$ cat config.mk
export PLATFORM = sky130hd
export DESIGN_NAME = ptkh_ram
export DESIGN_NICKNAME = d
export VERILOG_FILES = /design/src/ptkh_ram.sv
export SDC_FILE = /design/constraint.sdc
export NUM_CORES = 1
export LEC_CHECK = 0
export CORE_ASPECT_RATIO = 1.1
export CORE_MARGIN = 3
export CORE_UTILIZATION = 35
export CTS_CLUSTER_SIZE = 25
export DETAILED_ROUTE_END_ITERATION = 10
export DONT_BUFFER_PORTS = 1
export PLACE_DENSITY = 0.58
export SYNTH_ARGS = -nofsm -noshare
export SYNTH_HDL_FRONTEND = slang
export SYNTH_SLANG_ARGS = --single-unit
$ cat constraint.sdc
create_clock -name clk -period 2.3 [get_ports clk]
set_clock_uncertainty 0.2 [all_clocks]
set_input_delay 0.345 -clock clk [delete_from_list [all_inputs] [get_ports clk]]
set_output_delay 0.345 -clock clk [all_outputs]
set_load 0.005 [all_outputs]
$ cat src/ptkh_ram.sv
// ---------------------------------------------------------------------------
// ptkh_ram
// Generic single-write, single-read RAM with registered read data.
// ---------------------------------------------------------------------------
module ptkh_ram #(
    parameter int WIDTH = 8,
    parameter int DEPTH = 16
) (
    input  logic                                    clk,
    input  logic                                    we,
    input  logic [(DEPTH > 1 ? $clog2(DEPTH) : 1)-1:0] waddr,
    input  logic [WIDTH-1:0]                        wdata,
    input  logic [(DEPTH > 1 ? $clog2(DEPTH) : 1)-1:0] raddr,
    output logic [WIDTH-1:0]                        rdata
);

    logic [WIDTH-1:0] mem [DEPTH];

    always_ff @(posedge clk)
    begin
        if (we)
        begin
            mem[waddr] <= wdata;
        end
        rdata <= mem[raddr];
    end

endmodule

==> impl_metrics.tcl, run 1 <==
set metrics [dict create \
    viasPerCell 5.08 \
    p_seq_frac 0.498 \
    grt_max_degree 33 \
    tns_ns 0 \
    initial_core_util 0.366 \
    cts.clk_slew.worst_paths_ns 0.06 \
    vdd_drop_max_v 0.000593 \
    met3_usage 0.0484 \
    post_synth_xor_area_fraction 0 \
    syn_area_per_cell_um2 22.5 \
    p_sw_mw 1.06 \
    grt_overflow 0 \
    vias 2363 \
    min_path_type "input port to flop" \
    clock_sinks 136 \
    numCtsBuffers 17 \
    hold_viol_final 0 \
    synth_top_family_by_area "multiplexers" \
    power_density_mw_per_mm2 922 \
    combPwrFrac 0.035 \
    core_mm2 0.0141 \
    critical-path-max-stage-delay_ns 0.52 \
    final_common_cell "edfxtp_1" \
    synth-compound-area-share 0.0233 \
    antenna_found_initial 0 \
    port_buffers 0 \
    synth_mux_area_frac 0.150 \
    syn_nets 247 \
    die_w_um 122 \
    wl_per_cell_um 21.3 \
    p_int_mw 4.55 \
    synth_fa_ha_area_frac 0 \
    period_share 0.706 \
    path_buf_inv 0 \
    arrival_ns 1.71 \
    layout-drive-gt1-share 0.224 \
    status "finished, final reports clean" \
    busiest_layer "met2" \
    drt_pass1_iterations 4 \
    ys_types 19 \
    cp_slowest_cell "mux4_1" \
    clkPwrFrac 0.467 \
    critPathTopFamily "multiplexers" \
    die-height_um 133 \
    final_cell_mix "128 x edfxtp_1, 18 x mux4_2, 18 x buf_4" \
    cp_max_fo 1 \
    grt_pass1_wl_um 15200 \
    drc 0 \
    place_congestion 0.727 \
    cp_cell_sequence "mux4_1, a22oi_1, nand2_1" \
    cts_max_level 4 \
    syn_area_mm2 0.00515 \
    yosys_warnings 0 \
    root_buffer "clkbuf_16" \
    n_antenna_cell 0 \
    place_hpwl_um 5880 \
    die_area_mm2 0.0162 \
    final_antenna_net_count 0 \
    cts_tree "yes" \
    nFillCells 1243 \
    clkLatencyLatePin_ns 0.42 \
    cp-start-kind "flop" \
    synthSimpleGateAreaFrac 0.0318 \
    row_count 45 \
    cts_buffer_depth 2 \
    slew_headroom 0.576 \
    final-max-slew-violation-count 0 \
    met2_usage 0.190 \
    fin_nets 282 \
    routed_wl_um 9880 \
    postCtsSetupRepairBufs 0 \
    grt_pass1_vias 2526 \
    synth-seq-area-share 0.778 \
    finalCriticalPeriod_ns 1.62 \
    final_util 0.432 \
    endpoint_kind "flop" \
    syn_inst 229 \
    path_class "flop to flop" \
    worst_pin_slew_ns 0.634 \
    grt_use_total 0.131 \
    drtIter0Drc 177 \
    area_growth_pct 18.1 \
    required_ns 2.38 \
    rsz0062_at_grt "false" \
    met1_usage 0.179 \
    setup_viol 0 \
    synth-seq-cells 136 \
    fmax_mhz 615 \
    p_leak_nw 2.00 \
    swShare 0.190 \
    ios 26 \
    max_cap_violations 0 \
]
registers in the layout, indices dropped and copies added, names as in the netlist:
register / cells
mem: 128
rdata: 8
logic make-up after synthesis:
family / Yosys count
AND/OR/NAND/NOR: 35
buffers and inverters: 10
AO/OA/AOI/OAI: 16
multiplexers: 32
flip-flops: 136
final cells by class:
class                      count  area (µm²)  area share
sequential                   136        4000       0.658
multi-input combinational     83        1060       0.174
clock buffer                  20         437      0.0718
tap                          188         235      0.0387
timing repair buffer          26         215      0.0354
clock inverter                12         133      0.0218
worst reg2reg max path: stages, from the launching register on:
cell and delay, ns:
edfxtp_1 0.35, mux4_1 0.52, a22oi_1 0.33, nand2_1 0.11
cell usage after synthesis:
master	number	area share
nand2_1	9	0.0066
buf_6	3	0.0066
and2_1	1	0.0012
nand3b_1	2	0.0029
buf_2	3	0.0029
nor3_1	4	0.0039
and2b_1	1	0.0015
nor2b_1	1	0.0012
or3b_2	1	0.0017
edfxtp_1	128	0.75
mux4_2	18	0.079
buf_4	1	0.0015
dfxtp_1	8	0.031
clkdlybuf4s25_2	3	0.0058
mux4_1	14	0.071
nand2b_1	2	0.0024
nor2_1	13	0.0095
nand3_1	1	0.00097
a22oi_1	16	0.023
routing by layer:
layer	wire length [µm]	vias up
li1	-	1046
met1	4500	1247
met5	0	-
met3	577	12
met4	116	0
met2	4690	58
metrics by stage:
| stage | total power [mW] | cell area, µm² | setup slack (ns) | hold slack, ns | cells |
|---|---|---|---|---|---|
| finish | 5.61 | 6080 | 0.675 | 0.0480 | 465 |
| global route | 5.78 | 6080 | 0.609 | 0.0540 | 465 |
| CTS | 5.66 | 6080 | 0.677 | 0.0218 | 465 |
| detailed placement | 3.00 | 5430 | 0.573 | 0.245 | 425 |
| global placement | 3.00 | 5430 | 0.578 | 0.245 | 425 |
| floorplan | 2.98 | 5150 | 0.262 | 0.244 | 229 |
power groups by stage:
stage / combinational, mW / sequential (mW) / clock [mW]
3_3_place_gp: 0.154 / 2.84 / 0
4_1_cts: 0.198 / 2.79 / 2.67
5_1_grt: 0.212 / 2.80 / 2.77
3_5_place_dp: 0.156 / 2.84 / 0
2_1_floorplan: 0.141 / 2.84 / 0
6_report: 0.195 / 2.79 / 2.62
worst paths after layout:
path / startpoint / endpoint / slack, ns / cells past startpoint
max reg2reg: mem[9][2] / rdata[2] / 0.68 / 3
max: mem[9][2] / rdata[2] / 0.68 / 3
min: raddr[1] / rdata[4] / 0.05 / 3
min reg2reg: mem[12][5] / rdata[5] / 0.49 / 3
timing repair:
item                      4_1_cts  5_1_grt
hold buffers                    8        0
gates resized for setup         0        0
hold endpoints to repair      128        0
No activity file was read; power rests on OpenSTA's default activity.
==> inputs of run 2 (changes only) <==
==> constraint.sdc (replaced) <==
create_clock -name clk -period 1.6 [get_ports clk]
set_clock_uncertainty 0.2 [all_clocks]
set_input_delay 0.24 -clock clk [delete_from_list [all_inputs] [get_ports clk]]
set_output_delay 0.24 -clock clk [all_outputs]
set_load 0.005 [all_outputs]
==> run 2 against run 1 <==
Compared with the run above:
- the flow now finishes with violations (hold timing)
- core utilization hardly changed
- clock-buffer cell count is the same
- sequential power increased by 44%
- design area increased by 0.10%
- setup slack got worse by 0.63 ns
- maximum frequency is 4.6% higher
- combinational power rose by 56%
- first-iteration DRC count grew 16%
- wire length increased by 3.9%
- via count is 0.34% higher
- global-route usage up 0.73 points
==> impl_metrics.tcl, run 2 (synthesized netlist as in run 1, its figures left out) <==
set metrics [dict create \
    fmax_mhz 644 \
    cts_tree "yes" \
    cp_slowest_cell "mux4_2" \
    drc 0 \
    endpoint_kind "flop" \
    antenna_found_initial 0 \
    final_util 0.432 \
    cts-hold-fix-buffers 10 \
    power_density_mw_per_mm2 1240 \
    arrival_ns 1.62 \
    clock_sinks 136 \
    grt_pass1_vias 2592 \
    core_mm2 0.0141 \
    area_growth_pct 18.3 \
    top_register "mem" \
    ios 26 \
    final_common_cell "edfxtp_1" \
    hold_depth 3 \
    stdcell_count 467 \
    status "finished with violations" \
    place_congestion 0.737 \
    wl_per_cell_um 22.0 \
    largest_register_ff_count 128 \
    die_area_mm2 0.0162 \
    clkLatencyLatePin_ns 0.41 \
    die-height_um 133 \
    violations "hold timing" \
    dp_cells 426 \
    grt_max_degree 33 \
    root_buffer "clkbuf_16" \
    cts_buffer_depth 2 \
    worstHoldEndpoint "rdata[1]" \
    cp_max_fo 1 \
    place_hpwl_um 6340 \
    routed_wl_um 10300 \
    row_count 45 \
    vias 2371 \
    min_path_type "input port to flop" \
    worst_pin_slew_ns 0.908 \
    cts.clk_slew.worst_paths_ns 0.05 \
    viasPerCell 5.08 \
    required_ns 1.67 \
    vdd_drop_max_v 0.000754 \
    grt_use_total 0.139 \
    cp_cell_sequence "mux4_2, a22oi_2, nand2_1" \
    numCtsBuffers 17 \
    startpoint "mem[3][4]" \
    path_class "flop to flop" \
    ff2ff_path_depth 3 \
    grt_overflow 0 \
    final_cell_mix "128 x edfxtp_1, 19 x mux4_2, 19 x buf_4" \
    port_buffers 0 \
    period_share 0.971 \
    worstReg2RegEnd "rdata[4]" \
    drt_pass1_iterations 4 \
    r2r_start "mem[3][4]" \
    cp-start-kind "flop" \
    fin_nets 285 \
    max_cap_violations 0 \
    setup_viol 0 \
    n_antenna_cell 0 \
    rrSetupSlack_ns 0.05 \
    hold_viol_final 7 \
    largestRegisters "mem: 128 flops, rdata: 8 flops" \
    drtIter0Drc 206 \
    cts_max_level 4 \
    critical-path-max-stage-delay_ns 0.51 \
    fin_hold_ws_ns -0.0622 \
    finalCriticalPeriod_ns 1.55 \
    hold_start "raddr[1]" \
    slew_headroom 0.392 \
    initial_core_util 0.366 \
    layout-drive-gt1-share 0.272 \
    final-max-slew-violation-count 0 \
    p_leak_nw 1.98 \
    grt_pass1_wl_um 15900 \
    die_w_um 122 \
    final_antenna_net_count 0 \
]
-- run 2: cell count changes in the layout (fill, tap and decap cells not counted), moves of 2 or more --
cell and delta:
nor3_2 +3, dlygate4sd3_1 +2, clkinvlp_4 +2, nor3_1 -3, clkinv_1 -2, bufinv_16 -3
clkinv_2 +2, a22oi_2 +8, a22oi_1 -8
-- run 2: worst max path at each step --
| stage | slack [ns] | cells past startpoint | end |
|---|---|---|---|
| 2_1_floorplan | -0.11 | 2 | mem[3][0] |
| 3_3_place_gp | 0.01 | 3 | rdata[2] |
| 3_5_place_dp | 0.0003 | 3 | rdata[2] |
| 4_1_cts | 0.01 | 3 | rdata[7] |
| 5_1_grt | -0.01 | 3 | rdata[0] |
| 6_report | 0.05 | 3 | rdata[4] |
-- run 2: area by class of cell --
| cell class | instances | area [µm²] |
|---|---|---|
| Fill cell | 1257 | 7990 |
| Sequential cell | 136 | 4000 |
| Multi-Input combinational cell | 83 | 1110 |
| Clock buffer | 20 | 437 |
| Timing Repair Buffer | 29 | 243 |
| Tap cell | 188 | 235 |
| Clock inverter | 11 | 60.1 |
-- run 2: per-stage QoR --
step	worst slack [ns]	power (mW)	hold WS (ns)	setup TNS, ns	instance area (µm²)
5_1_grt	-0.0133	7.86	-0.0621	-0.0239	6090
6_report	0.0465	7.58	-0.0622	0	6090
4_1_cts	0.0103	7.66	-0.0807	0	6060
3_5_place_dp	0.000350	4.32	0.140	0	5450
3_3_place_gp	0.0114	4.32	0.140	0	5450
2_1_floorplan	-0.106	4.28	0.139	-3.26	5160
-- run 2: per-layer routing --
metal	GRT usage	wire, µm	part of all wire
met3	0.0501	663	0.065
met1	0.198	4780	0.47
met5	0	0	0
met2	0.198	4770	0.46
met4	0.0467	49	0.0048
-- run 2: critical path: cells and delay by family (launching register included) --
family | cells | cell delay [ns]
AOI/OAI and AO/OA | 1 | 0.24
DFF | 1 | 0.35
muxes | 1 | 0.51
and+or+nand+nor | 1 | 0.12
-- run 2: repair_timing --
item                                    in CTS  in global routing
buffers inserted                             0                  0
endpoints found under the hold margin      149                  7
resized for setup                            1                  8
pin swaps                                    0                  1
endpoints found under the setup margin       1                  8
-- run 2: power breakdown --
group	internal (mW)	switching, mW
clock	1.93	1.32
sequential	3.99	0.0329
combinational	0.145	0.159
